## src/rtl/core/scfp_pkg.sv

```systemverilog
// Shared constants, types and tables of the serial command frame parser.
// No dependencies; used by every module under rtl/core.
`timescale 1ns / 1ps

package scfp_pkg;

	localparam int PAYLOAD_MAX    = 16;
	localparam int FRACTION_BITS  = 16;
	localparam int FRAC_DIGIT_CAP = 9;
	localparam int TABLE_SIZE     = 10;
	localparam int WORD_LEN       = 8;

	// 10^9 - 1 fits in 30 bits
	localparam int FRAC_W  = 30;
	localparam int FD_W    = 4;
	localparam int CNT_W   = 5;
	localparam int INT_CAP = 1 << (31 - FRACTION_BITS);
	// integer digits saturate at INT_CAP, one step past it stays below INT_CAP * 16
	localparam int INT_W   = 31 - FRACTION_BITS + 4;
	localparam int Q_W     = FRACTION_BITS + 1;
	localparam int NUM_W   = FRAC_W + Q_W;
	localparam int MAG_W   = INT_W + FRACTION_BITS + 1;
	localparam int STEP_W  = $clog2(Q_W + 1);

	localparam logic [7:0] CH_GET      = 8'h47;
	localparam logic [7:0] CH_SET      = 8'h53;
	localparam logic [7:0] SEP_SET     = 8'h5F;
	localparam logic [7:0] SEP_GET     = 8'h3F;
	localparam logic [7:0] CH_CR       = 8'h0D;
	localparam logic [7:0] CH_LF       = 8'h0A;
	localparam logic [7:0] CH_PLUS     = 8'h2B;
	localparam logic [7:0] CH_MINUS    = 8'h2D;
	localparam logic [7:0] CH_DOT      = 8'h2E;
	localparam logic [7:0] CH_ZERO     = 8'h30;
	localparam logic [7:0] CH_NINE     = 8'h39;
	localparam logic [7:0] LOWER_FIRST = 8'h61;
	localparam logic [7:0] LOWER_LAST  = 8'h7A;
	localparam logic [7:0] CASE_OFFSET = 8'h20;

	localparam logic [1:0] KIND_SET     = 2'd0;
	localparam logic [1:0] KIND_GET     = 2'd1;
	localparam logic [1:0] KIND_UNKNOWN = 2'd2;
	localparam logic [3:0] IDX_NONE     = 4'd10;

	typedef enum logic [1:0] {PH_IDLE, PH_WORD, PH_SEP, PH_PAYLOAD} parse_phase_t;
	typedef enum logic [1:0] {NUM_SIGN, NUM_INT, NUM_FRAC, NUM_STOP} num_phase_t;
	typedef enum logic [1:0] {BK_IDLE, BK_DIV, BK_SUM, BK_HOLD} back_state_t;

	// one completed frame, handed from the front to the back
	typedef struct packed {
		logic [8*WORD_LEN-1:0] word;      // first character in the top byte
		logic                  has_param;
		logic                  sign;
		logic [INT_W-1:0]      int_acc;
		logic [FRAC_W-1:0]     frac_acc;
		logic [FD_W-1:0]       frac_digits;
	} job_t;

	function automatic logic [8*WORD_LEN-1:0] word_entry(input logic [3:0] i);
		logic [8*WORD_LEN-1:0] w;
		case (i)
			4'd0:    w = "SCOPGAIN";
			4'd1:    w = "GCOPGAIN";
			4'd2:    w = "SCOIGAIN";
			4'd3:    w = "GCOIGAIN";
			4'd4:    w = "SCODGAIN";
			4'd5:    w = "GCODGAIN";
			4'd6:    w = "SCONILIM";
			4'd7:    w = "GCONILIM";
			4'd8:    w = "SSTOCONF";
			4'd9:    w = "GCOLOTIM";
			default: w = '0;
		endcase
		return w;
	endfunction

	function automatic logic [FRAC_W-1:0] pow_ten(input logic [FD_W-1:0] n);
		logic [FRAC_W-1:0] p;
		case (n)
			4'd1:    p = FRAC_W'(10);
			4'd2:    p = FRAC_W'(100);
			4'd3:    p = FRAC_W'(1000);
			4'd4:    p = FRAC_W'(10000);
			4'd5:    p = FRAC_W'(100000);
			4'd6:    p = FRAC_W'(1000000);
			4'd7:    p = FRAC_W'(10000000);
			4'd8:    p = FRAC_W'(100000000);
			4'd9:    p = FRAC_W'(1000000000);
			default: p = FRAC_W'(1);
		endcase
		return p;
	endfunction

endpackage

```

## src/rtl/core/scfp_front.sv

```systemverilog
// Front end: folds case, tracks frame phase, collects the command word and
// converts the payload digits on the fly. Depends on scfp_pkg.
`timescale 1ns / 1ps

module scfp_front (
	input  logic          clk,
	input  logic          arst_n,
	input  logic          in_valid,
	input  logic [7:0]    rx_byte,
	output logic          job_push,
	output scfp_pkg::job_t job
);
	import scfp_pkg::*;

	parse_phase_t      phase_q, phase_nxt;
	logic [CNT_W-1:0]  cnt_q, cnt_inc;
	logic [7:0]        word_q [WORD_LEN];
	logic [7:0]        prev_q;
	logic              sign_q, sign_nxt;
	logic [INT_W-1:0]  int_q, int_nxt;
	logic [FRAC_W-1:0] frac_q, frac_nxt;
	logic [FD_W-1:0]   fd_q, fd_nxt;
	num_phase_t        nph_q, nph_nxt;

	logic [7:0] b;
	logic       is_start, sep_ok, crlf, word_full, payload_end, digit;
	logic [3:0] d;

	always_comb begin
		if (rx_byte >= LOWER_FIRST && rx_byte <= LOWER_LAST)
			b = rx_byte - CASE_OFFSET;
		else
			b = rx_byte;
	end

	assign cnt_inc     = cnt_q + CNT_W'(1);
	assign is_start    = (b == CH_GET) || (b == CH_SET);
	assign sep_ok      = (word_q[0] == CH_GET && b == SEP_GET) ||
	                     (word_q[0] == CH_SET && b == SEP_SET);
	assign crlf        = (prev_q == CH_CR) && (b == CH_LF);
	assign word_full   = cnt_inc >= CNT_W'(WORD_LEN);
	assign payload_end = crlf && cnt_inc >= CNT_W'(2);
	assign digit       = (b >= CH_ZERO) && (b <= CH_NINE);
	assign d           = b[3:0];

	// number conversion, one character per transaction
	always_comb begin
		sign_nxt = sign_q;
		int_nxt  = int_q;
		frac_nxt = frac_q;
		fd_nxt   = fd_q;
		nph_nxt  = nph_q;
		if (nph_q == NUM_SIGN && (b == CH_PLUS || b == CH_MINUS)) begin
			sign_nxt = (b == CH_MINUS);
			nph_nxt  = NUM_INT;
		end else if ((nph_q == NUM_SIGN || nph_q == NUM_INT) && digit) begin
			if (int_q >= INT_W'(INT_CAP))
				int_nxt = INT_W'(INT_CAP);
			else
				int_nxt = (int_q << 3) + (int_q << 1) + INT_W'(d);
			nph_nxt = NUM_INT;
		end else if ((nph_q == NUM_SIGN || nph_q == NUM_INT) && b == CH_DOT) begin
			nph_nxt = NUM_FRAC;
		end else if (nph_q == NUM_FRAC && digit) begin
			if (fd_q < FD_W'(FRAC_DIGIT_CAP)) begin
				frac_nxt = (frac_q << 3) + (frac_q << 1) + FRAC_W'(d);
				fd_nxt   = fd_q + FD_W'(1);
			end
		end else begin
			nph_nxt = NUM_STOP;
		end
	end

	// next phase
	always_comb begin
		phase_nxt = phase_q;
		if (in_valid) begin
			case (phase_q)
				PH_IDLE:    if (is_start) phase_nxt = PH_WORD;
				PH_WORD:    if (word_full) phase_nxt = PH_SEP;
				PH_SEP:     phase_nxt = sep_ok ? PH_PAYLOAD : PH_IDLE;
				PH_PAYLOAD: begin
					if (payload_end || cnt_inc >= CNT_W'(PAYLOAD_MAX))
						phase_nxt = PH_IDLE;
				end
				default:    phase_nxt = PH_IDLE;
			endcase
		end
	end

	// frame hand-off; a bare CR LF only reports for a get frame
	always_comb begin
		job_push        = in_valid && phase_q == PH_PAYLOAD && payload_end &&
		                  (cnt_inc != CNT_W'(2) || word_q[0] == CH_GET);
		job.word        = {word_q[0], word_q[1], word_q[2], word_q[3],
		                   word_q[4], word_q[5], word_q[6], word_q[7]};
		job.has_param   = cnt_inc != CNT_W'(2);
		job.sign        = sign_q;
		job.int_acc     = int_q;
		job.frac_acc    = frac_q;
		job.frac_digits = fd_q;
	end

	always_ff @(posedge clk or negedge arst_n) begin
		if (!arst_n) begin
			phase_q <= PH_IDLE;
			cnt_q   <= '0;
			for (int i = 0; i < WORD_LEN; i++)
				word_q[i] <= '0;
			prev_q  <= '0;
			sign_q  <= 1'b0;
			int_q   <= '0;
			frac_q  <= '0;
			fd_q    <= '0;
			nph_q   <= NUM_SIGN;
		end else begin
			phase_q <= phase_nxt;
			if (in_valid) begin
				case (phase_q)
					PH_IDLE: begin
						if (is_start) begin
							word_q[0] <= b;
							cnt_q     <= CNT_W'(1);
						end
					end
					PH_WORD: begin
						word_q[cnt_q[2:0]] <= b;
						cnt_q <= word_full ? '0 : cnt_inc;
					end
					PH_SEP: begin
						if (sep_ok) begin
							cnt_q  <= '0;
							prev_q <= '0;
							sign_q <= 1'b0;
							int_q  <= '0;
							frac_q <= '0;
							fd_q   <= '0;
							nph_q  <= NUM_SIGN;
						end
					end
					PH_PAYLOAD: begin
						cnt_q <= cnt_inc;
						if (!payload_end) begin
							prev_q <= b;
							sign_q <= sign_nxt;
							int_q  <= int_nxt;
							frac_q <= frac_nxt;
							fd_q   <= fd_nxt;
							nph_q  <= nph_nxt;
						end
					end
					default: cnt_q <= '0;
				endcase
			end
		end
	end

endmodule

```

## src/rtl/core/scfp_job_queue.sv

```systemverilog
// Two-entry queue of finished frames between front and back.
// Depends on scfp_pkg for the frame record.
`timescale 1ns / 1ps

module scfp_job_queue (
	input  logic           clk,
	input  logic           arst_n,
	input  logic           push,
	input  scfp_pkg::job_t push_job,
	output logic           full,
	input  logic           pop,
	output logic           empty,
	output scfp_pkg::job_t head
);
	import scfp_pkg::*;

	job_t       mem_q [2];
	logic       wr_q, rd_q;
	logic [1:0] cnt_q;
	logic       do_push, do_pop;

	assign full    = cnt_q == 2'd2;
	assign empty   = cnt_q == 2'd0;
	assign do_push = push && !full;
	assign do_pop  = pop && !empty;
	assign head    = mem_q[rd_q];

	always_ff @(posedge clk) begin
		if (do_push)
			mem_q[wr_q] <= push_job;
	end

	always_ff @(posedge clk or negedge arst_n) begin
		if (!arst_n) begin
			wr_q  <= 1'b0;
			rd_q  <= 1'b0;
			cnt_q <= '0;
		end else begin
			if (do_push)
				wr_q <= !wr_q;
			if (do_pop)
				rd_q <= !rd_q;
			case ({do_push, do_pop})
				2'b10:   cnt_q <= cnt_q + 2'd1;
				2'b01:   cnt_q <= cnt_q - 2'd1;
				default: cnt_q <= cnt_q;
			endcase
		end
	end

endmodule

```

## src/rtl/core/scfp_frac_div.sv

```systemverilog
// Restoring divider, one quotient bit per cycle, for scaling the decimal
// fraction to binary. Depends on scfp_pkg for widths.
`timescale 1ns / 1ps

module scfp_frac_div (
	input  logic                         clk,
	input  logic                         arst_n,
	input  logic                         start,
	input  logic [scfp_pkg::NUM_W-1:0]   num,
	input  logic [scfp_pkg::FRAC_W-1:0]  den,
	output logic                         busy,
	output logic [scfp_pkg::Q_W-1:0]     quotient
);
	import scfp_pkg::*;

	logic [FRAC_W-1:0] rem_q, den_q;
	logic [Q_W-1:0]    low_q, quo_q;
	logic [STEP_W-1:0] step_q;
	logic              busy_q;
	logic [FRAC_W:0]   trial, diff;
	logic              ge;

	// the top part of the numerator is already below the divisor
	assign trial = {rem_q, low_q[Q_W-1]};
	assign ge    = trial >= {1'b0, den_q};
	assign diff  = trial - {1'b0, den_q};

	assign busy     = busy_q;
	assign quotient = quo_q;

	always_ff @(posedge clk) begin
		if (start) begin
			rem_q <= num[NUM_W-1:Q_W];
			low_q <= num[Q_W-1:0];
			den_q <= den;
		end else if (busy_q) begin
			rem_q <= ge ? diff[FRAC_W-1:0] : trial[FRAC_W-1:0];
			low_q <= low_q << 1;
			quo_q <= {quo_q[Q_W-2:0], ge};
		end
	end

	always_ff @(posedge clk or negedge arst_n) begin
		if (!arst_n) begin
			busy_q <= 1'b0;
			step_q <= '0;
		end else if (start) begin
			busy_q <= 1'b1;
			step_q <= STEP_W'(Q_W);
		end else if (busy_q) begin
			step_q <= step_q - STEP_W'(1);
			if (step_q == STEP_W'(1))
				busy_q <= 1'b0;
		end
	end

endmodule

```

## src/rtl/core/scfp_back.sv

```systemverilog
// Back end: matches the command word, finishes the fixed-point value with
// saturation and holds the result register. Depends on scfp_pkg, scfp_frac_div.
`timescale 1ns / 1ps

module scfp_back (
	input  logic                 clk,
	input  logic                 arst_n,
	input  logic                 job_valid,
	input  scfp_pkg::job_t       job,
	output logic                 job_pop,
	output logic                 res_valid,
	input  logic                 res_pop,
	output logic [1:0]           request_kind,
	output logic [3:0]           command_index,
	output logic                 has_parameter,
	output logic signed [31:0]   parameter_value
);
	import scfp_pkg::*;

	back_state_t      st_q, st_nxt;
	logic [3:0]       idx_q, match_idx;
	logic [1:0]       kind_q, match_kind;
	logic             has_q, sign_q;
	logic [INT_W-1:0] int_q;
	logic [MAG_W-1:0] mag_q;
	logic [31:0]      sat_val;

	logic             out_valid_q;
	logic [1:0]       out_kind_q;
	logic [3:0]       out_idx_q;
	logic             out_has_q;
	logic [31:0]      out_val_q;

	logic              div_start, div_busy, load;
	logic [FRAC_W-1:0] den;
	logic [NUM_W-1:0]  num;
	logic [Q_W-1:0]    quo;

	// first table entry that matches wins
	always_comb begin
		match_idx  = IDX_NONE;
		match_kind = KIND_UNKNOWN;
		for (int i = TABLE_SIZE - 1; i >= 0; i--) begin
			if (job.word == word_entry(4'(i))) begin
				match_idx  = 4'(i);
				match_kind = (word_entry(4'(i)) >> (8 * (WORD_LEN - 1))) == 64'(CH_GET)
				             ? KIND_GET : KIND_SET;
			end
		end
	end

	// (frac << FRACTION_BITS) + den / 2, rounds half up
	assign den = pow_ten(job.frac_digits);
	assign num = (NUM_W'(job.frac_acc) << FRACTION_BITS) + NUM_W'(den >> 1);

	scfp_frac_div u_div (
		.clk      (clk),
		.arst_n   (arst_n),
		.start    (div_start),
		.num      (num),
		.den      (den),
		.busy     (div_busy),
		.quotient (quo)
	);

	always_comb begin
		st_nxt = st_q;
		case (st_q)
			BK_IDLE: if (job_valid) st_nxt = job.has_param ? BK_DIV : BK_HOLD;
			BK_DIV:  if (!div_busy) st_nxt = BK_SUM;
			BK_SUM:  st_nxt = BK_HOLD;
			BK_HOLD: if (load) st_nxt = BK_IDLE;
			default: st_nxt = BK_IDLE;
		endcase
	end

	always_comb begin
		job_pop   = 1'b0;
		div_start = 1'b0;
		load      = 1'b0;
		case (st_q)
			BK_IDLE: begin
				job_pop   = job_valid;
				div_start = job_valid && job.has_param;
			end
			BK_HOLD: load = !out_valid_q || res_pop;
			default: ;
		endcase
	end

	always_comb begin
		if (sign_q)
			sat_val = (mag_q[MAG_W-1:31] != '0) ? 32'h8000_0000 : 32'(-mag_q[31:0]);
		else
			sat_val = (mag_q[MAG_W-1:31] != '0) ? 32'h7FFF_FFFF : mag_q[31:0];
	end

	always_ff @(posedge clk) begin
		if (job_pop) begin
			idx_q  <= match_idx;
			kind_q <= match_kind;
			has_q  <= job.has_param;
			sign_q <= job.sign;
			int_q  <= job.int_acc;
		end
		if (st_q == BK_SUM)
			mag_q <= (MAG_W'(int_q) << FRACTION_BITS) + MAG_W'(quo);
		if (load) begin
			out_kind_q <= kind_q;
			out_idx_q  <= idx_q;
			out_has_q  <= has_q;
			out_val_q  <= has_q ? sat_val : '0;
		end
	end

	always_ff @(posedge clk or negedge arst_n) begin
		if (!arst_n) begin
			st_q        <= BK_IDLE;
			out_valid_q <= 1'b0;
		end else begin
			st_q <= st_nxt;
			if (load)
				out_valid_q <= 1'b1;
			else if (res_pop)
				out_valid_q <= 1'b0;
		end
	end

	assign res_valid       = out_valid_q;
	assign request_kind    = out_kind_q;
	assign command_index   = out_idx_q;
	assign has_parameter   = out_has_q;
	assign parameter_value = out_val_q;

endmodule

```

## src/rtl/core/serial_command_frame_parser.sv

```systemverilog
// Serial command frame parser, top level.
// Input side: push a received byte while full is low; it is taken at that edge.
// Result side: while empty is low the oldest result sits on request_kind,
//   command_index, has_parameter and parameter_value; pop with empty low
//   takes it.
// Bytes are taken one per cycle while full is low. The front end turns the
// byte that ends a frame (the LF of CR LF) into a frame record in the same
// cycle; the back end carries it from there to the result register through
// a capture step, the bit-serial fraction divider, a step to see it finish,
// a sum step and a load, while a bare get frame skips the divider.
// The divider limits the sustained rate of frames with a payload: the back
// end takes a new frame only after the last one is loaded. A two-entry
// frame queue sits between front and back, so full only rises when two
// frames wait there.
// Reset (arst_n low) returns the parser to idle and drops all queued frames
// and any waiting result. A stalled receiver holds the result register; the
// back end then waits and the queue fills, after which full holds off input.
// Depends on scfp_pkg, scfp_front, scfp_job_queue, scfp_back.
`timescale 1ns / 1ps

module serial_command_frame_parser (
	input  logic                clk,
	input  logic                arst_n,
	input  logic                push,
	output logic                full,
	input  logic [7:0]          rx_byte,
	output logic                empty,
	input  logic                pop,
	output logic [1:0]          request_kind,
	output logic [3:0]          command_index,
	output logic                has_parameter,
	output logic signed [31:0]  parameter_value
);
	import scfp_pkg::*;

	job_t front_job, head_job;
	logic front_push, q_full, q_empty, q_pop, res_valid;

	scfp_front u_front (
		.clk      (clk),
		.arst_n   (arst_n),
		.in_valid (push && !q_full),
		.rx_byte  (rx_byte),
		.job_push (front_push),
		.job      (front_job)
	);

	scfp_job_queue u_queue (
		.clk      (clk),
		.arst_n   (arst_n),
		.push     (front_push),
		.push_job (front_job),
		.full     (q_full),
		.pop      (q_pop),
		.empty    (q_empty),
		.head     (head_job)
	);

	scfp_back u_back (
		.clk             (clk),
		.arst_n          (arst_n),
		.job_valid       (!q_empty),
		.job             (head_job),
		.job_pop         (q_pop),
		.res_valid       (res_valid),
		.res_pop         (pop),
		.request_kind    (request_kind),
		.command_index   (command_index),
		.has_parameter   (has_parameter),
		.parameter_value (parameter_value)
	);

	assign full  = q_full;
	assign empty = !res_valid;

endmodule

```

## config.mk

```make
export PLATFORM = sky130hd
export DESIGN_NAME = serial_command_frame_parser
export DESIGN_NICKNAME = d
export VERILOG_FILES = /design/src/rtl/core/scfp_pkg.sv /design/src/rtl/core/scfp_front.sv /design/src/rtl/core/scfp_job_queue.sv /design/src/rtl/core/scfp_frac_div.sv /design/src/rtl/core/scfp_back.sv /design/src/rtl/core/serial_command_frame_parser.sv
export SDC_FILE = /design/constraint.sdc
export NUM_CORES = 1
export LEC_CHECK = 0
export ABC_AREA = 1
export BUFFER_PORTS_ARGS = -buffer_cell sky130_fd_sc_hd__buf_2
export CAP_MARGIN = 20
export CELL_PAD_IN_SITES_DETAIL_PLACEMENT = 2
export CELL_PAD_IN_SITES_GLOBAL_PLACEMENT = 2
export CORE_MARGIN = 1
export CORE_UTILIZATION = 27
export CTS_BUF_LIST = sky130_fd_sc_hd__clkbuf_2 sky130_fd_sc_hd__clkbuf_4 sky130_fd_sc_hd__clkbuf_8
export CTS_CLUSTER_SIZE = 20
export DETAILED_ROUTE_END_ITERATION = 12
export PLACE_DENSITY = 0.61
export SLEW_MARGIN = 15
export SYNTH_ARGS = -nofsm -noshare
export SYNTH_HDL_FRONTEND = slang
export SYNTH_HIERARCHICAL = 1
export SYNTH_SLANG_ARGS = --single-unit
```

## constraint.sdc

```tcl
create_clock -name clk -period 9.65 [get_ports clk]
set_input_delay 1.4475 -clock clk [delete_from_list [all_inputs] [get_ports clk]]
set_output_delay 1.4475 -clock clk [all_outputs]
set_load 0.01 [all_outputs]
```

==> summary.md <==
| Metric | Value |
|---|---|
| CP Class | reg2reg |
| CTS-repair resized insts | 0 |
| Vias per inst | ~4.6 |
| Worst-path cell chain | inv_4, nand2_1, nand2_1, inv_1, nor2_1, clkinv_1, o21ai_0, ha_1, a21oi_1, o21ai_2, a21oi_2, inv_1, nand2_1, nand2_1, nand2_1, nand2_1, nand2_1, nand2_1, nand2_1, nand2_1 |
| Yosys reg bits | 580 |
| Required time of the worst setup path | 10.11 ns |
| Post-Route Setup TNS | 0 ns |
| Clock transition at path regs | 0.06 ns |
| Largest net degree at the start of global routing | 76 |
| Height of the die | 345 um |
| Yosys cell types | 55 |
| CP delay by family, top | compound AO/OA/AOI/OAI gates |
| Final Skew | 0.0723 ns |
| Startpoint Class | flip-flop |
| Cells after Synth | 3,680 |
| Count of hold-fix buffers inserted at cts | 0 |
| Final HPWL DP | roughly 73 mm |
| Chip width | 345 um |
| First-pass GRT wire length | 156 mm |
| Num rows | 125 |
| FF-to-FF path depth | 20 |
| Fin crit period | 4.86 ns |
| Final Cycle Share | 0.503 |
| Met1 usage in global routing | 0.230 |
| Initial Util | 0.273 |
| Area growth from synthesis to layout | 13.5% |
| DP Cell Count | 5,193 |
| Yosys warns | 6 |
| Number of buffers added on ports | 52 |
| Slew @ Worst Pin | 1.07 ns |
| Syn Nets | 3,846 |
| Die ar. | 0.119 mm^2 |
| Fraction of layout cells with a size suffix above 1 | 0.0934 |
| Vias in the first global route | roughly 27,000 |
| Pwr Total | 7.55 mW |
| RSZ-0062 raised after global routing | no |
| Initial DRT Pass Iterations | 4 |
| Leakage Power | 16.0 nW |
| Post-synth ARST share | 0.255 |
| Outcome | finished clean |
| Slowest CP cell | dfrtp_4 |
| GR Util met2 | 0.270 |
| GPL Wtd Cong | around 0.78 |
| Crit path DAT | 5.32 ns |
| Worst path max stage delay | 0.73 ns |
| Antenna viol nets, final | 0 |
| WL final | 98.9 mm |
| Residual DRC | 0 |
| H-tree Lvls | 3 |
| Met3 Track Usage GR | 0.0227 |
| Critical path depth | 20 |
| Post-synthesis cell area | 0.0319 mm^2 |
| Hold Path Stages | 0 |
| Part of the Yosys area used for sequential elements | 0.524 |
| Max capacitance violation total | 0 |
| Overall track demand over capacity in global routing | 0.166 |
| Pwr dens | ~210 mW/mm^2 |
| Commonest register cell after synthesis | edfxtp_1 |
| Post-synth EDFFs | 432 |
| Fin nets | 3,946 |
| Final setup viols | 0 |
| Average cell area after synthesis | 8.66 um^2 |
| CTS tree | built |
| Final Max Tran Viols | 0 |
| CTS buffer count | around 110 |
| Core area | 0.117 mm^2 |
| CTS root buffer | clkbuf_8 |
| Postcts setup bufs | 0 |
| Initial antenna violation count | 1 |
| Max_slew headroom | 0.286 |
| First DRT Iteration DRCs | 1,008 |
| Buffer and inverter count on the worst path | 4 |
| Clock sinks | just under 600 |
| WHS | 0.421 ns |
| I/O pin total | 53 |
| Fill cells | approximately 13,000 |
| Total number of vias | 24,900 |
| Hold Crit Class | reg2reg |
| Worst-path fanout max | between 70 and 80 |
| VDD IR max | roughly 0.00011 V |
| Average wire per standard cell | 18.3 um |
| Fmax | 0.206 GHz |
| GR peak layer | met2 |
| Worst skew pair latency | just under 0.8 ns |
| Endpoint class of the critical path | flip-flop |
| Cell Count, Final, Fillers Out | 5,400 |
| Most frequent CP cell | nand2_1 |
| CTS max path bufs | 3 |
| Hold Vio Cnt, Final | 0 |
| Global route overflow | 0 |
==> area by class of cell <==
class | instances | area [um^2] | share of cell area
sequential | 580 | 16700 | 0.462
multi-input combinational | 2573 | 13100 | 0.361
clock buffer | 160 | 1980 | 0.0549
tap | 1524 | 1910 | 0.0528
inverter | 443 | 1670 | 0.0462
timing repair buffer | 73 | 424 | 0.0117
clock inverter | 46 | 413 | 0.0114
antenna | 1 | 2.50 | 0.0000692
==> where the power goes <==
group	leakage [nW]	switching (mW)	internal (mW)	total, mW
Combinational	8.84	1.11	0.542	1.66
Sequential	5.95	0.283	3.03	3.31
Clock	1.26	1.13	1.45	2.58
==> Yosys cell counts, types with 4 or more instances <==
| cell | instances | area (um^2) |
|---|---|---|
| nor2_1 | 307 | 1150 |
| nand3_4 | 4 | 70.1 |
| nand2_2 | 12 | 75.1 |
| or2_2 | 15 | 93.8 |
| dfrtp_1 | 148 | 3700 |
| nor2_2 | 15 | 93.8 |
| nor2_4 | 7 | 78.8 |
| fa_1 | 6 | 120 |
| nor4_1 | 9 | 56.3 |
| o21ai_2 | 6 | 52.6 |
| nand3_1 | 197 | 986 |
| buf_2 | 33 | 165 |
| xor2_1 | 45 | 394 |
| nand3b_1 | 15 | 113 |
| o21ai_0 | 146 | 731 |
| nand4_1 | 85 | 532 |
| buf_4 | 20 | 150 |
| and2_1 | 7 | 43.8 |
| a21boi_0 | 4 | 30.0 |
| o21bai_1 | 13 | 97.6 |
| nand3_2 | 5 | 50.1 |
| inv_1 | 425 | 1600 |
| o21a_1 | 5 | 37.5 |
| nand2_1 | 1234 | 4630 |
| a21o_1 | 7 | 52.6 |
| o22ai_1 | 4 | 25.0 |
| edfxtp_1 | 432 | 13000 |
| a21oi_1 | 120 | 601 |
| ha_1 | 148 | 1850 |
| a31oi_1 | 5 | 31.3 |
| xnor2_1 | 28 | 245 |
| buf_6 | 6 | 67.6 |
| clkbuf_1 | 22 | 82.6 |
| nor3_1 | 52 | 260 |
| o21ai_1 | 42 | 210 |
| clkinv_1 | 4 | 15.0 |
| inv_2 | 13 | 48.8 |
| nor3_2 | 4 | 40.0 |
==> worst register-to-register path, stage by stage (launching register included) <==
cell      delay [ns]
dfrtp_4         0.73
inv_4           0.76
nand2_1         0.16
nand2_1         0.19
inv_1           0.08
nor2_1          0.15
clkinv_1        0.25
o21ai_0         0.64
ha_1            0.42
a21oi_1         0.22
o21ai_2         0.11
a21oi_2         0.23
inv_1           0.09
nand2_1         0.06
nand2_1         0.12
nand2_1         0.12
nand2_1         0.05
nand2_1         0.05
nand2_1         0.04
nand2_1         0.06
nand2_1         0.06
==> layer usage <==
metal | vias to the layer above | routed length [um]
met3 | 100 | 2310
met1 | 12200 | 49400
li1 | 12300 | -
met4 | 0 | 1940
met5 | - | 0
met2 | 223 | 45200
==> worst paths after layout <==
kind,slack (ns),startpoint,to
setup reg to reg,4.79,u_queue/rd_q$_DFFE_PN0P_,u_back/u_div/rem_q[25]$_DFFE_PP_
hold reg to reg,0.42,u_back/idx_q[1]$_SDFFCE_PP0P_,u_back/command_index[1]$_DFFE_PP_
setup / recovery,4.79,u_queue/rd_q$_DFFE_PN0P_,u_back/u_div/rem_q[25]$_DFFE_PP_
hold / removal,0.42,u_back/idx_q[1]$_SDFFCE_PP0P_,u_back/command_index[1]$_DFFE_PP_
max in group asynchronous,7.69,arst_n,u_queue/rd_q$_DFFE_PN0P_
min in group asynchronous,0.64,arst_n,u_front/job[62]$_DFFE_PN0P_
==> logic make-up after synthesis <==
family,Yosys count,share of synthesized area
simple gates,1981,0.265
fa+ha+maj,154,0.0619
buf+inv,527,0.0673
xor+xnor,74,0.0206
compound gates,364,0.0616
flops,580,0.524
==> through the flow <==
step	area (um^2)	util	worst slack, ns
after CTS	36100	0.310	4.60
after global placement	33700	0.290	4.24
after global routing	36100	0.310	4.29
after floorplan	31900	-	1.47
final	36100	0.310	4.79
after detailed placement	33700	0.290	4.12
==> cells in the final DEF, fill, tap and decap left out, types with 28 or more instances in the layout <==
| cell type | Yosys | layout |
|---|---|---|
| nand4_1 | 85 | 85 |
| nor3_1 | 52 | 52 |
| a21oi_1 | 120 | 119 |
| xor2_1 | 45 | 45 |
| clkbuf_4 | 1 | 35 |
| xnor2_1 | 28 | 28 |
| inv_1 | 425 | 423 |
| nand3_1 | 197 | 197 |
| o21ai_0 | 146 | 146 |
| o21ai_1 | 42 | 42 |
| clkbuf_8 | 0 | 125 |
| nor2_1 | 307 | 305 |
| nand2_1 | 1234 | 1234 |
| dfrtp_1 | 148 | 147 |
| ha_1 | 148 | 148 |
| edfxtp_1 | 432 | 432 |
| buf_2 | 33 | 51 |
==> sequential cells by signal, summed over array words and instances (netlist names), 3 cells and up <==
| signal | cells |
|---|---|
| u_queue/mem_q | 238 |
| u_back/parameter_value | 32 |
| u_front/prev_q | 8 |
| u_back/command_index | 3 |
| u_back/u_div/step_q | 5 |
| u_front/cnt_q | 5 |
| u_back/mag_q | 36 |
| u_front/int_q | 19 |
| u_back/idx_q | 4 |
| u_back/u_div/quotient | 17 |
| u_front/job | 64 |
| u_back/u_div/rem_q | 30 |
| u_back/u_div/den_q | 30 |
| u_back/u_div/low_q | 17 |
| u_front/fd_q | 4 |
| u_back/int_q | 19 |
| u_front/frac_q | 30 |
Note: power is estimated with default switching activity, not from simulation.
